<file path="config.mk">
export PLATFORM = sky130hd
export DESIGN_NAME = rc_serial_frame_receiver
export DESIGN_NICKNAME = d
export VERILOG_FILES = /design/src/design/rcsfr_pkg.sv /design/src/design/rcsfr_ctrl.sv /design/src/design/rcsfr_datapath.sv /design/src/design/rc_serial_frame_receiver.sv
export SDC_FILE = /design/constraint.sdc
export NUM_CORES = 1
export LEC_CHECK = 0
export ABC_AREA = 0
export BUFFER_PORTS_ARGS = -buffer_cell sky130_fd_sc_hd__buf_2
export CORE_UTILIZATION = 56
export DETAILED_ROUTE_END_ITERATION = 10
export GPL_ROUTABILITY_DRIVEN = 0
export PLACE_DENSITY = 0.76
export SYNTH_ARGS = -nofsm -noshare
export SYNTH_HDL_FRONTEND = slang
export SYNTH_SLANG_ARGS = --single-unit
</file>
<file path="constraint.sdc">
create_clock -name clock -period 2.8 [get_ports clock]
set_input_delay 0.42 -clock clock [delete_from_list [all_inputs] [get_ports clock]]
set_output_delay 0.42 -clock clock [all_outputs]
set_load 0.005 [all_outputs]
</file>
<file path="src/design/rcsfr_pkg.sv">
// ----------------------------------------------------------------------------
// rcsfr_pkg
// Shared constants and controller/datapath interface types for the serial
// RC frame receiver.
// ----------------------------------------------------------------------------
package rcsfr_pkg;

   localparam int FRAME_BYTES   = 32;
   localparam int CHANNEL_COUNT = 14;

   localparam int ADDR_W   = $clog2(FRAME_BYTES);
   localparam int CHAN_W   = (CHANNEL_COUNT > 1) ? $clog2(CHANNEL_COUNT) : 1;
   localparam int IDX_MIN  = $clog2(2 * CHANNEL_COUNT + 2);
   localparam int IDX_W    = (IDX_MIN > ADDR_W) ? IDX_MIN : ADDR_W + 1;

   localparam logic [7:0]  HEADER_RESET = 8'h20;
   localparam logic [15:0] SUM_INIT     = 16'hFFFF;

   typedef struct packed {
      logic start;       // header word taken while hunting
      logic store;       // frame word taken while collecting
      logic chan_clear;  // frame good, rewind channel counter
      logic fetch;       // read the current channel's byte pair
      logic chan_next;   // advance to the next channel
      logic show_error;  // present the checksum-error result
   } cmd_type;

   typedef struct packed {
      logic hdr_match;
      logic frame_end;
      logic sum_ok;
      logic chan_last;
   } stat_type;

   typedef enum logic [4:0] {
      ST_HUNT    = 5'b00001,
      ST_COLLECT = 5'b00010,
      ST_FETCH   = 5'b00100,
      ST_SHOW    = 5'b01000,
      ST_FAULT   = 5'b10000
   } state_type;

endpackage

</file>
<file path="src/design/rcsfr_ctrl.sv">
// ----------------------------------------------------------------------------
// rcsfr_ctrl
// Frame sequencer: hunts for the header, collects the frame, then steps
// through the channel results or the checksum-error result.
// ----------------------------------------------------------------------------
module rcsfr_ctrl (
   input  logic               clock,
   input  logic               reset,
   input  logic               req_valid,
   output logic               req_stall,
   output logic               rsp_valid,
   input  logic               rsp_stall,
   input  rcsfr_pkg::stat_type stat,
   output rcsfr_pkg::cmd_type  cmd
);
   import rcsfr_pkg::*;

   state_type state_ff, state_in;

   always_ff @(posedge clock) begin
      if (reset) begin
         state_ff <= ST_HUNT;
      end else begin
         state_ff <= state_in;
      end
   end

   always_comb begin
      state_in       = state_ff;
      cmd            = '0;
      cmd.show_error = (state_ff == ST_FAULT);
      case (state_ff)
         ST_HUNT: begin
            if (req_valid && stat.hdr_match) begin
               cmd.start = 1'b1;
               state_in  = ST_COLLECT;
            end
         end
         ST_COLLECT: begin
            if (req_valid) begin
               cmd.store = 1'b1;
               if (stat.frame_end) begin
                  if (stat.sum_ok) begin
                     cmd.chan_clear = 1'b1;
                     state_in       = ST_FETCH;
                  end else begin
                     state_in = ST_FAULT;
                  end
               end
            end
         end
         ST_FETCH: begin
            cmd.fetch = 1'b1;
            state_in  = ST_SHOW;
         end
         ST_SHOW: begin
            if (!rsp_stall) begin
               if (stat.chan_last) begin
                  state_in = ST_HUNT;
               end else begin
                  cmd.chan_next = 1'b1;
                  state_in      = ST_FETCH;
               end
            end
         end
         ST_FAULT: begin
            if (!rsp_stall) begin
               state_in = ST_HUNT;
            end
         end
         default: begin
            state_in = ST_HUNT;
         end
      endcase
   end

   assign req_stall = !((state_ff == ST_HUNT) || (state_ff == ST_COLLECT));
   assign rsp_valid = (state_ff == ST_SHOW) || (state_ff == ST_FAULT);

endmodule

</file>
<file path="src/design/rcsfr_datapath.sv">
// ----------------------------------------------------------------------------
// rcsfr_datapath
// Frame store, position counter, checksum accumulator, trailer capture,
// header register and the channel read-out registers.
// ----------------------------------------------------------------------------
module rcsfr_datapath (
   input  logic               clock,
   input  logic               reset,
   input  logic [7:0]         req_rx_byte,
   input  logic               csr_we,
   input  logic [7:0]         csr_header_byte,
   input  rcsfr_pkg::cmd_type  cmd,
   output rcsfr_pkg::stat_type stat,
   output logic               rsp_status,
   output logic [3:0]         rsp_channel_number,
   output logic [15:0]        rsp_channel_value,
   output logic               rsp_last_of_frame
);
   import rcsfr_pkg::*;

   logic [7:0]        store_mem [FRAME_BYTES];
   logic [7:0]        header_ff;
   logic [ADDR_W-1:0] pos_ff, pos_in;
   logic [15:0]       sum_ff, sum_in;
   logic [7:0]        trail_lo_ff;
   logic [CHAN_W-1:0] chan_ff, chan_in;
   logic [7:0]        rd_lo_ff, rd_hi_ff;
   logic [ADDR_W-1:0] wr_addr;
   logic [IDX_W-1:0]  lo_idx, hi_idx;
   logic [3:0]        chan_num;
   logic              take;

   assign take    = cmd.start || cmd.store;
   assign wr_addr = cmd.start ? '0 : pos_ff;

   always_ff @(posedge clock) begin
      if (reset) begin
         header_ff <= HEADER_RESET;
      end else if (csr_we) begin
         header_ff <= csr_header_byte;
      end
   end

   always_ff @(posedge clock) begin
      if (reset) begin
         pos_ff  <= '0;
         sum_ff  <= SUM_INIT;
         chan_ff <= '0;
      end else begin
         pos_ff  <= pos_in;
         sum_ff  <= sum_in;
         chan_ff <= chan_in;
      end
   end

   always_comb begin
      pos_in = pos_ff;
      sum_in = sum_ff;
      if (cmd.start) begin
         pos_in = ADDR_W'(1);
         sum_in = SUM_INIT - {8'h00, req_rx_byte};
      end else if (cmd.store) begin
         pos_in = stat.frame_end ? '0 : pos_ff + ADDR_W'(1);
         if ((32'(pos_ff) + 32'd2) < 32'(FRAME_BYTES)) begin
            sum_in = sum_ff - {8'h00, req_rx_byte};
         end
      end
   end

   always_comb begin
      chan_in = chan_ff;
      if (cmd.chan_clear) begin
         chan_in = '0;
      end else if (cmd.chan_next) begin
         chan_in = chan_ff + CHAN_W'(1);
      end
   end

   // trailer low byte
   always_ff @(posedge clock) begin
      if (cmd.store && (32'(pos_ff) == FRAME_BYTES - 2)) begin
         trail_lo_ff <= req_rx_byte;
      end
   end

   always_ff @(posedge clock) begin
      if (take) begin
         store_mem[wr_addr] <= req_rx_byte;
      end
   end

   assign lo_idx = IDX_W'({chan_ff, 1'b0}) + IDX_W'(2);
   assign hi_idx = IDX_W'({chan_ff, 1'b0}) + IDX_W'(3);

   always_ff @(posedge clock) begin
      if (cmd.fetch) begin
         rd_lo_ff <= (lo_idx < IDX_W'(FRAME_BYTES)) ? store_mem[lo_idx[ADDR_W-1:0]] : 8'h00;
         rd_hi_ff <= (hi_idx < IDX_W'(FRAME_BYTES)) ? store_mem[hi_idx[ADDR_W-1:0]] : 8'h00;
      end
   end

   assign stat.hdr_match = (req_rx_byte == header_ff);
   assign stat.frame_end = (32'(pos_ff) == FRAME_BYTES - 1);
   assign stat.sum_ok    = ({req_rx_byte, trail_lo_ff} == sum_ff);
   assign stat.chan_last = (32'(chan_ff) == CHANNEL_COUNT - 1);

   assign chan_num = 4'(chan_ff) + 4'd1;

   assign rsp_status         = cmd.show_error;
   assign rsp_channel_number = cmd.show_error ? 4'd0 : chan_num;
   assign rsp_channel_value  = cmd.show_error ? 16'h0000 : {rd_hi_ff, rd_lo_ff};
   assign rsp_last_of_frame  = cmd.show_error || stat.chan_last;

endmodule

</file>
<file path="src/design/rc_serial_frame_receiver.sv">
// ----------------------------------------------------------------------------
// rc_serial_frame_receiver
// Serial RC frame decoder: header hunt, frame collection, checksum check
// and channel read-out.
// ----------------------------------------------------------------------------
// Usage:
//   req_*  : one received serial word per handshake (req_valid / req_stall).
//            Words are taken one per cycle while hunting or collecting; words
//            that do not match the header while hunting are dropped.
//   rsp_*  : results (rsp_valid / rsp_stall). A good frame gives one word per
//            channel, the final one flagged by rsp_last_of_frame; a bad
//            checksum gives a single error word with rsp_status set.
//   csr_*  : header byte write; csr_ready is always high. Write only while
//            no frame is in progress.
// Timing: after the last frame word the controller steps to ST_FETCH (store
//   read), then ST_SHOW (present); each later channel word repeats the pair,
//   set by the single registered read of the frame store per channel.
//   A checksum error word appears in the cycle after the last frame word.
// req_stall is high from the last frame word until the final result word
//   is taken; a stalled result holds. Reset returns to hunting with header
//   byte 0x20.
// ----------------------------------------------------------------------------
module rc_serial_frame_receiver (
   input  logic        clock,
   input  logic        reset,
   input  logic        req_valid,
   output logic        req_stall,
   input  logic [7:0]  req_rx_byte,
   output logic        rsp_valid,
   input  logic        rsp_stall,
   output logic        rsp_status,
   output logic [3:0]  rsp_channel_number,
   output logic [15:0] rsp_channel_value,
   output logic        rsp_last_of_frame,
   input  logic        csr_valid,
   output logic        csr_ready,
   input  logic [7:0]  csr_header_byte
);
   import rcsfr_pkg::*;

   cmd_type  cmd;
   stat_type stat;

   assign csr_ready = 1'b1;

   rcsfr_ctrl u_ctrl (
      .clock     (clock),
      .reset     (reset),
      .req_valid (req_valid),
      .req_stall (req_stall),
      .rsp_valid (rsp_valid),
      .rsp_stall (rsp_stall),
      .stat      (stat),
      .cmd       (cmd)
   );

   rcsfr_datapath u_datapath (
      .clock              (clock),
      .reset              (reset),
      .req_rx_byte        (req_rx_byte),
      .csr_we             (csr_valid && csr_ready),
      .csr_header_byte    (csr_header_byte),
      .cmd                (cmd),
      .stat               (stat),
      .rsp_status         (rsp_status),
      .rsp_channel_number (rsp_channel_number),
      .rsp_channel_value  (rsp_channel_value),
      .rsp_last_of_frame  (rsp_last_of_frame)
   );

endmodule
</file>
# Word level (Yosys, flattened, before mapping)
# Memory sizes are Yosys's and may differ from the RTL's. A register that Yosys moved wholly into a read port is not among the register bits.
# Cells that the tools add are included.
[totals] input_bits=21 output_inout_bits=25 memories=1 ram_bits=256 register_bits=46 wordCells=77
[op_classes] n_lt_le_gt_ge=3 eq_ne=15 n_reduce_logical=15 add_sub_neg=7 muxes=29
[memory_table] name="u_datapath.store_mem" words=32 word_bits=8 rd=2 rd_clocked_by_memory_dff=2 write_ports=1 line="rcsfr_datapath.sv:21" rtl="logic [7:0] store_mem [FRAME_BYTES];"
[op_table] cell="16-bit 2-to-1 mux" n=4
[op_table] cell="5-bit 2-to-1 mux" n=8
[op_table] cell="32-bit by 6-bit less-than comparator with 1-bit output, second input constant" n=1
[op_table] cell="5-bit one-hot mux with 5 select lines" n=1
[op_table] cell="5-bit by 2-bit adder with 6-bit output, second input constant" n=3
[op_table] cell="16-bit == test" n=1
[op_table] cell="16-bit by 8-bit subtractor with 16-bit output" n=1
[op_table] cell="5-bit == test, second input constant" n=3
[op_table] cell="6-bit less-than comparator, second input constant" n=2
[op_table] cell="1-bit 2-to-1 mux" n=12
[op_table] cell="1-bit by 9-bit subtractor with 10-bit output, first input constant" n=1
[op_table] cell="8-bit == test" n=1
[op_table] cell="2-bit != test, second input constant" n=3
[op_table] cell="5-bit by 1-bit adder with 5-bit output, second input constant" n=1
[op_table] cell="5-bit by 1-bit == test with 1-bit output, second input constant" n=1
[op_table] cell="5-bit by 2-bit == test with 1-bit output, second input constant" n=1
[op_table] cell="5-bit by 3-bit == test with 1-bit output, second input constant" n=1
[op_table] cell="5-bit by 4-bit == test with 1-bit output, second input constant" n=1
[op_table] cell="5-bit AND reduction" n=1
[op_table] cell="4-bit by 1-bit adder with 4-bit output, second input constant" n=1
[op_table] cell="4-bit == test, second input constant" n=1
[op_table] cell="1-bit logical OR" n=4
[op_table] cell="2-bit 2-to-1 mux" n=2
[op_table] cell="4-bit 2-to-1 mux" n=1
[op_table] cell="other kinds (7)" n=13

# Depth between registers and ports, before layout
# Gate-level depths: netlist of the first run.
[depth] ltp_word=8 depth_mapped=8 ltp_nobuf=8

# By module
# Synthesis of the first run repeated with hierarchy kept, for this count alone.
[unflattened] hier_cells=796 area_unflattened_um2=13316.5
[by_module_without_submodules] mod="rcsfr_datapath" area_per_inst_um2=12958.7 cells_per_inst=750 instances=1 seq_area_each_um2=9068.7
[by_module_without_submodules] mod="rcsfr_ctrl" area_per_inst_um2=346.6 cells_per_inst=44 instances=1 seq_area_each_um2=100.1
[by_module_without_submodules] mod="rc_serial_frame_receiver" area_per_inst_um2=11.3 cells_per_inst=2 instances=1 seq_area_each_um2=0.0

# Worst setup path after synthesis of the first run
# No wires, ideal clock.
[synth_timing] path_type="input-to-reg" from="input port req_rx_byte[2]" to="memory u_datapath.store_mem[8][0] (enable)" required_time_ps=2405 setup_ps=395 n_path_buf=1 setup_slack_ps=32 t_arrival_ps=2374 cell_stages=6 path_cell_list="xnor2_1 nand4_1 or4_1 clkbuf_1 and2_1 nor4_1"
[synth_via] elab_chain_len=7 elab_cells_between_ends=8
[synth_rtl] element="from (decl)" line="rc_serial_frame_receiver.sv:28" rtl="input logic [7:0] req_rx_byte,"
[synth_rtl] element="8-bit == test (*)" line="rcsfr_datapath.sv:102" rtl="assign stat.hdr_match = (req_rx_byte == header_ff);"
[synth_rtl] element="1-bit logical AND (*)" line="rcsfr_ctrl.sv:34" rtl="if (req_valid && stat.hdr_match) begin"
[synth_rtl] element="1-bit 2-to-1 mux (*)" line="rcsfr_ctrl.sv:34"
[synth_rtl] element="1-bit 2-to-1 mux (*)" line="rcsfr_ctrl.sv:32" rtl="case (state_ff)"
[synth_rtl] element="1-bit logical OR" line="rcsfr_datapath.sv:33" rtl="assign take = cmd.start || cmd.store;"
[synth_rtl] element="1-bit 2-to-1 mux" line="rcsfr_datapath.sv:87" rtl="if (take) begin"
[synth_rtl] element="1-bit 2-to-1 mux (implied by the code)" line="rcsfr_datapath.sv:88" rtl="store_mem[wr_addr] <= req_rx_byte;"
[synth_rtl] element="to (decl)" line="rcsfr_datapath.sv:21"
# Every way passes the cells marked *; elsewhere a longest branch is shown, timed or not.

# Worst setup path after layout of the first run
[layout_timing] from="register u_ctrl.state_ff[1]" to="output port rsp_channel_number[3]"
[layout_via] elab_chain_len=2
[layout_rtl] element="from (decl)" line="rcsfr_ctrl.sv:18" rtl="state_type state_ff, state_in;"
[layout_rtl] element="from (signal assigned)" line="rcsfr_ctrl.sv:24" rtl="state_ff <= state_in;"
[layout_rtl] element="5-bit == test" line="rcsfr_ctrl.sv:31" rtl="cmd.show_error = (state_ff == ST_FAULT);"
[layout_rtl] element="4-bit 2-to-1 mux" line="rcsfr_datapath.sv:110" rtl="assign rsp_channel_number = cmd.show_error ? 4'd0 : chan_num;"
[layout_rtl] element="to (decl)" line="rc_serial_frame_receiver.sv:32" rtl="output logic [3:0] rsp_channel_number,"
# Every way passes these cells.

==> results of run 1 <==
flip-flops by register name, indices dropped and copies added, names as in the netlist:
register	flops
u_ctrl.state_ff	5
u_datapath.chan_ff	4
u_datapath.store_mem	256
u_datapath.pos_ff	5
u_datapath.header_ff	8
u_datapath.sum_ff	16
u_datapath.rd_lo_ff	8
u_datapath.trail_lo_ff	8
u_datapath.rd_hi_ff	8
worst max-delay path: stages, from the launching register on:
cell	delay (ns)
dfxtp_1	0.32
buf_4	0.17
nor2_1	0.15
nand3_1	0.22
inv_1	0.42
nor2_1	0.12
buf_2	0.15
how the worst max path moves through the flow:
stage | from | to | slack (ns) | depth (start not counted)
4_1_cts | u_ctrl.state_ff[4] | u_datapath.store_mem[22][1] | 0.32 | 4
5_1_grt | u_ctrl.state_ff[4] | u_datapath.store_mem[16][3] | 0.16 | 4
3_5_place_dp | req_rx_byte[7] | u_datapath.store_mem[8][4] | 0.23 | 7
2_1_floorplan | req_rx_byte[2] | u_datapath.store_mem[8][0] | 0.03 | 6
3_3_place_gp | req_rx_byte[7] | u_datapath.store_mem[8][3] | 0.26 | 7
6_report | u_ctrl.state_ff[1] | rsp_channel_number[3] | 0.29 | 6
logic make-up after synthesis:
| kind of cell | after synthesis | share of synthesized area (%) |
|---|---|---|
| buffers and inverters | 50 | 1.59 |
| DFF | 318 | 69.4 |
| adders and majority gates | 14 | 1.38 |
| xor gates and xnor gates | 35 | 2.38 |
| muxes | 88 | 14.2 |
| and+or+nand+nor | 202 | 8.04 |
| other | 1 | 0.0284 |
| AOI/OAI and AO/OA | 58 | 2.94 |
cell usage after synthesis (all sizes together), types with 2 or more instances:
| master | n | area, um2 |
|---|---|---|
| or4 | 8 | 63.8 |
| xor2 | 5 | 43.8 |
| nor4b | 2 | 17.5 |
| clkbuf | 20 | 75.1 |
| a21oi | 10 | 50.1 |
| dfxtp | 38 | 761 |
| edfxtp | 280 | 8410 |
| nand3 | 19 | 95.1 |
| or3 | 3 | 18.8 |
| nor2b | 19 | 119 |
| o21ai | 15 | 75.1 |
| nand3b | 5 | 37.5 |
| nand2 | 19 | 71.3 |
| xnor2 | 30 | 270 |
| and2 | 18 | 113 |
| a221oi | 3 | 26.3 |
| a31oi | 3 | 18.8 |
| ha | 13 | 163 |
| or2 | 2 | 12.5 |
| a211o | 6 | 52.6 |
| and3 | 6 | 37.5 |
| inv | 16 | 60.1 |
| nand4 | 5 | 31.3 |
| nor4 | 9 | 71.3 |
| a211oi | 3 | 22.5 |
| mux2i | 8 | 80.1 |
| o2111ai | 2 | 17.5 |
| buf | 14 | 75.1 |
| o31ai | 5 | 37.5 |
| nor3 | 8 | 40.0 |
| mux4 | 80 | 1800 |
| nor2 | 70 | 263 |
| nand2b | 4 | 25.0 |
power breakdown:
part	internal, mW	switching, mW	total (mW)	leakage, nW
combinational	0.0714	0.153	0.224	1.84
sequential	5.15	0.00814	5.16	2.82
clock	2.21	1.69	3.90	0.466
total	7.44	1.85	9.28	5.13
stage by stage:
step                      cell area [um2]  power, mW
after global placement              14300       5.47
after detailed placement            14300       5.48
after floorplan                     13200       5.35
final                               15200       9.28
after CTS                           15200       9.31
after global routing                15200       9.52
layout make-up:
type,instances,area [um2]
Clock buffer,38,802
Fill cell,1517,7690
Clock inverter,20,146
Inverter,16,60.1
Tap cell,313,392
Sequential cell,318,9170
Timing Repair Buffer,114,808
Multi-Input combinational cell,398,3840
layer usage:
metal  up-vias  wire length (um)  global-route usage, %
met5         -                11                      0
met4         2               721                   6.77
met3        51              2700                   5.64
met2       383             14200                   40.7
met1      3817             11800                   36.6
li1       3261                 -                      -
==> out/summary.txt, run 1 <==
unrepaired setup endpoints after global routing = false
cell row count = 55
CP required = 2.38 ns
status = finished clean
Final nets = 914
Post-synth EDFFs = 280
Max Cap Violations = 0
GRT Residual Overflow = 0
reg2reg setup slack = 0.31 ns
leakage power = 5.13 nW
Non-Filler Instances = 1,217
Core ar. = 22,900 um2
All-Layer GR Usage = 25.7%
Vias = 7,514
WL/cell = 24.2 um
most common cell after layout, fill and taps aside = edfxtp_1
PostCTS Resize Cnt = 0
vias per std cell = 6.17
initial antenna violation count = 1
hold path depth = 3
final WL = 29,500 um
ys flop type = edfxtp_1
CTS tree = done
# port buffers = 44
Worst-Skew Late Latency = 0.56 ns
TritonCTS Buffers = 31
dpl hpwl = 20,000 um
ANT cells = 0
die height = 156 um
final worst slack = 0.287 ns
Max H-tree Level = 1
Synth Cell Area = 13,200 um2
Max clock buf depth = 3
DR pass1 iterations = 4
Horiz. Die Dim = 156 um
drt drc = 0
worst IR drop on VDD = 0.530 mV
postcts setup bufs = 0
Worst-path clk slew = 0.06 ns
worst hold-check path type = input pin to flop
period utilization = 89.8%
commonest cells after routing, fill and taps aside = 280 x edfxtp_1, 80 x mux4_2, 70 x nor2_1
largest net degree at the start of global routing = 33
R2R Path Start = u_ctrl.state_ff[4]
DRT iter0 DRCs = 737
Worst Path Max Fanout = 9
layout cell share with drive strength beyond 1 = 26.9%
Slew @ Worst Pin = 0.919 ns
Setup CP Type = flop to primary output
Ports = 46
hold slack = 0.0948 ns
Post-synth ARST share = 0%
Final Hold Viols = 0
first-pass GRT wire length = 45,600 um
Sink Count = 318
final setup violating endpoints = 0
Power Dens Cells = 610 nW/um2
die area = 24,200 um2
sequential area share after synthesis = 69.4%
DRT antenna net count = 0
Ys Warns = 0
sink of the worst hold path = u_datapath.header_ff[5]
Initial Utilization = 57.7%
critical path data arrival time = 2.09 ns
Slew Viols, Final = 0
Setup Slack @ Placement = 0.227 ns
Yosys reg bits = 318
utilization after layout = 66.4%
reg2reg end = u_datapath.store_mem[22][1]
Syn Inst Count = 766
DP Cell Count = 1,159
FF-to-FF path depth = 4
Yosys cell types = 56
max_slew headroom = 38.5%
Fmax = 398 MHz
hold_buf cts = 0
CTS Root Cell = clkbuf_16
area delta synth->final = 15.2%
setup_tns = 0 ns
vias in the first global route = 7,558
Min Clock Period, post-route = 2.51 ns
critical path launch point type = flop
Crit. End Element = primary output
hold path startpoint = csr_header_byte[5]
syn_area_per_cell = 17.2 um2
Setup Skew = 0.0236 ns
Synth Net Count = 801
(Power assumes the default switching activity.)
==> run 2: changes to the inputs <==
--- a/config.mk
+++ b/config.mk
@@ -10,7 +10,7 @@
 export CORE_UTILIZATION = 56
 export DETAILED_ROUTE_END_ITERATION = 10
 export GPL_ROUTABILITY_DRIVEN = 0
-export PLACE_DENSITY = 0.76
+export PLACE_DENSITY = 0.74
 export SYNTH_ARGS = -nofsm -noshare
 export SYNTH_HDL_FRONTEND = slang
 export SYNTH_SLANG_ARGS = --single-unit
==> run 2 against run 1 <==
  * Final cell count is 0.99% lower
  * Clock power is 2% higher
  * Cell area is 0.39% lower
  * Critical path type is now flop to flop
  * Sequential share of layout area is 0.23 points higher
==> out/summary.txt, run 2 (same netlist as run 1, synthesis figures left out) <==
DR pass1 iterations = 5
Worst Path Max Fanout = 8
largest net degree at the start of global routing = 66
GRT Residual Overflow = 0
Power Dens Cells = 616 nW/um2
postcts setup bufs = 0
max reg flops = 256
Ports = 46
Max Cap Violations = 0
Largest regs = u_datapath.store_mem (256), u_datapath.sum_ff (16)
Final nets = 902
unrepaired setup endpoints after global routing = false
commonest cells after routing, fill and taps aside = 280 x edfxtp_1, 80 x mux4_2, 70 x nor2_1
TritonCTS Buffers = 31
Worst-Skew Late Latency = 0.55 ns
# port buffers = 44
die height = 156 um
Fmax = 386 MHz
critical path data arrival time = 2.76 ns
period utilization = 92.5%
most common cell after layout, fill and taps aside = edfxtp_1
DRT iter0 DRCs = 887
WL/cell = 24.4 um
Final Hold Viols = 0
dpl hpwl = 20,000 um
Max clock buf depth = 3
Setup CP Type = flop to flop
first-pass GRT wire length = 45,200 um
Setup Slack @ Placement = 0.213 ns
Slew Viols, Final = 0
multi-input logic area = 3840 um2
Horiz. Die Dim = 156 um
cell row count = 55
Min Clock Period, post-route = 2.59 ns
Vias = 7,444
Max H-tree Level = 1
vias per std cell = 6.18
Initial Utilization = 57.7%
area delta synth->final = 14.8%
initial antenna violation count = 1
Largest Register = u_datapath.store_mem
CTS tree = done
vias in the first global route = 7,549
Slew @ Worst Pin = 0.990 ns
Core ar. = 22,900 um2
register area = 9170 um2
Setup Skew = 0.0164 ns
final WL = 29,400 um
DRT antenna net count = 0
critical path launch point type = flop
CP required = 2.97 ns
All-Layer GR Usage = 25.3%
setup_tns = 0 ns
Worst-path clk slew = 0.06 ns
status = finished clean
max_slew headroom = 33.8%
worst IR drop on VDD = 0.501 mV
leakage power = 5.08 nW
Sink Count = 318
Crit. End Element = flop
final worst slack = 0.210 ns
CTS Root Cell = clkbuf_16
drt drc = 0
die area = 24,200 um2
layout cell share with drive strength beyond 1 = 26.2%
hold_buf cts = 0
Total Power = 9.33 mW
PostCTS Resize Cnt = 0
Layout fillers = 1,531
final setup violating endpoints = 0
worst hold-check path type = input pin to flop
-- run 2: worst max-delay path, stage by stage (launching register included) --
cell,delay (ns)
dfxtp_1,0.40
nor4_4,0.34
and3_1,0.30
nand3_1,0.18
buf_4,0.22
nor2_1,0.76
-- run 2: path summary, 6_finish.rpt --
kind,from,end,slack [ns],depth (start not counted)
worst max-delay path,u_ctrl.state_ff[0],u_datapath.store_mem[23][4],0.21,5
worst min-delay path,csr_header_byte[5],u_datapath.header_ff[5],0.10,3
worst max register to register,u_ctrl.state_ff[0],u_datapath.store_mem[23][4],0.21,5
worst min register to register,u_datapath.header_ff[5],u_datapath.header_ff[5],0.50,2
-- run 2: power breakdown --
part           switching (mW)  internal, mW  leakage (nW)
Clock                    1.68          2.28         0.469
Sequential            0.00644          5.15          2.82
Combinational           0.150        0.0677          1.79
Total                    1.84          7.49          5.08
-- run 2: final cells by class --
cell class                 count  area share (%)
antenna                        1          0.0165
sequential                   318            60.5
clock inverter                14           0.817
inverter                      16           0.396
tap                          313            2.58
multi-input combinational    398            25.3
timing repair buffer         102            4.82
clock buffer                  43            5.55
-- run 2: layer usage --
| metal | global-route usage, % | part of all wire, % |
|---|---|---|
| met1 | 36.2 | 42 |
| met2 | 41.9 | 49 |
| met3 | 3.53 | 7.0 |
| met4 | 5.84 | 1.9 |
| met5 | 0 | 0 |
-- run 2: per-stage QoR --
stage               cell area, um2  hold WS [ns]  std cells  util [%]
global route                 15200        0.0998       1204      66.2
global placement             14200         0.498       1147      61.9
detailed placement           14200         0.497       1147      61.9
CTS                          15200        0.0919       1204      66.2
finish                       15200         0.103       1205      66.2
floorplan                    13200         0.464        766         -
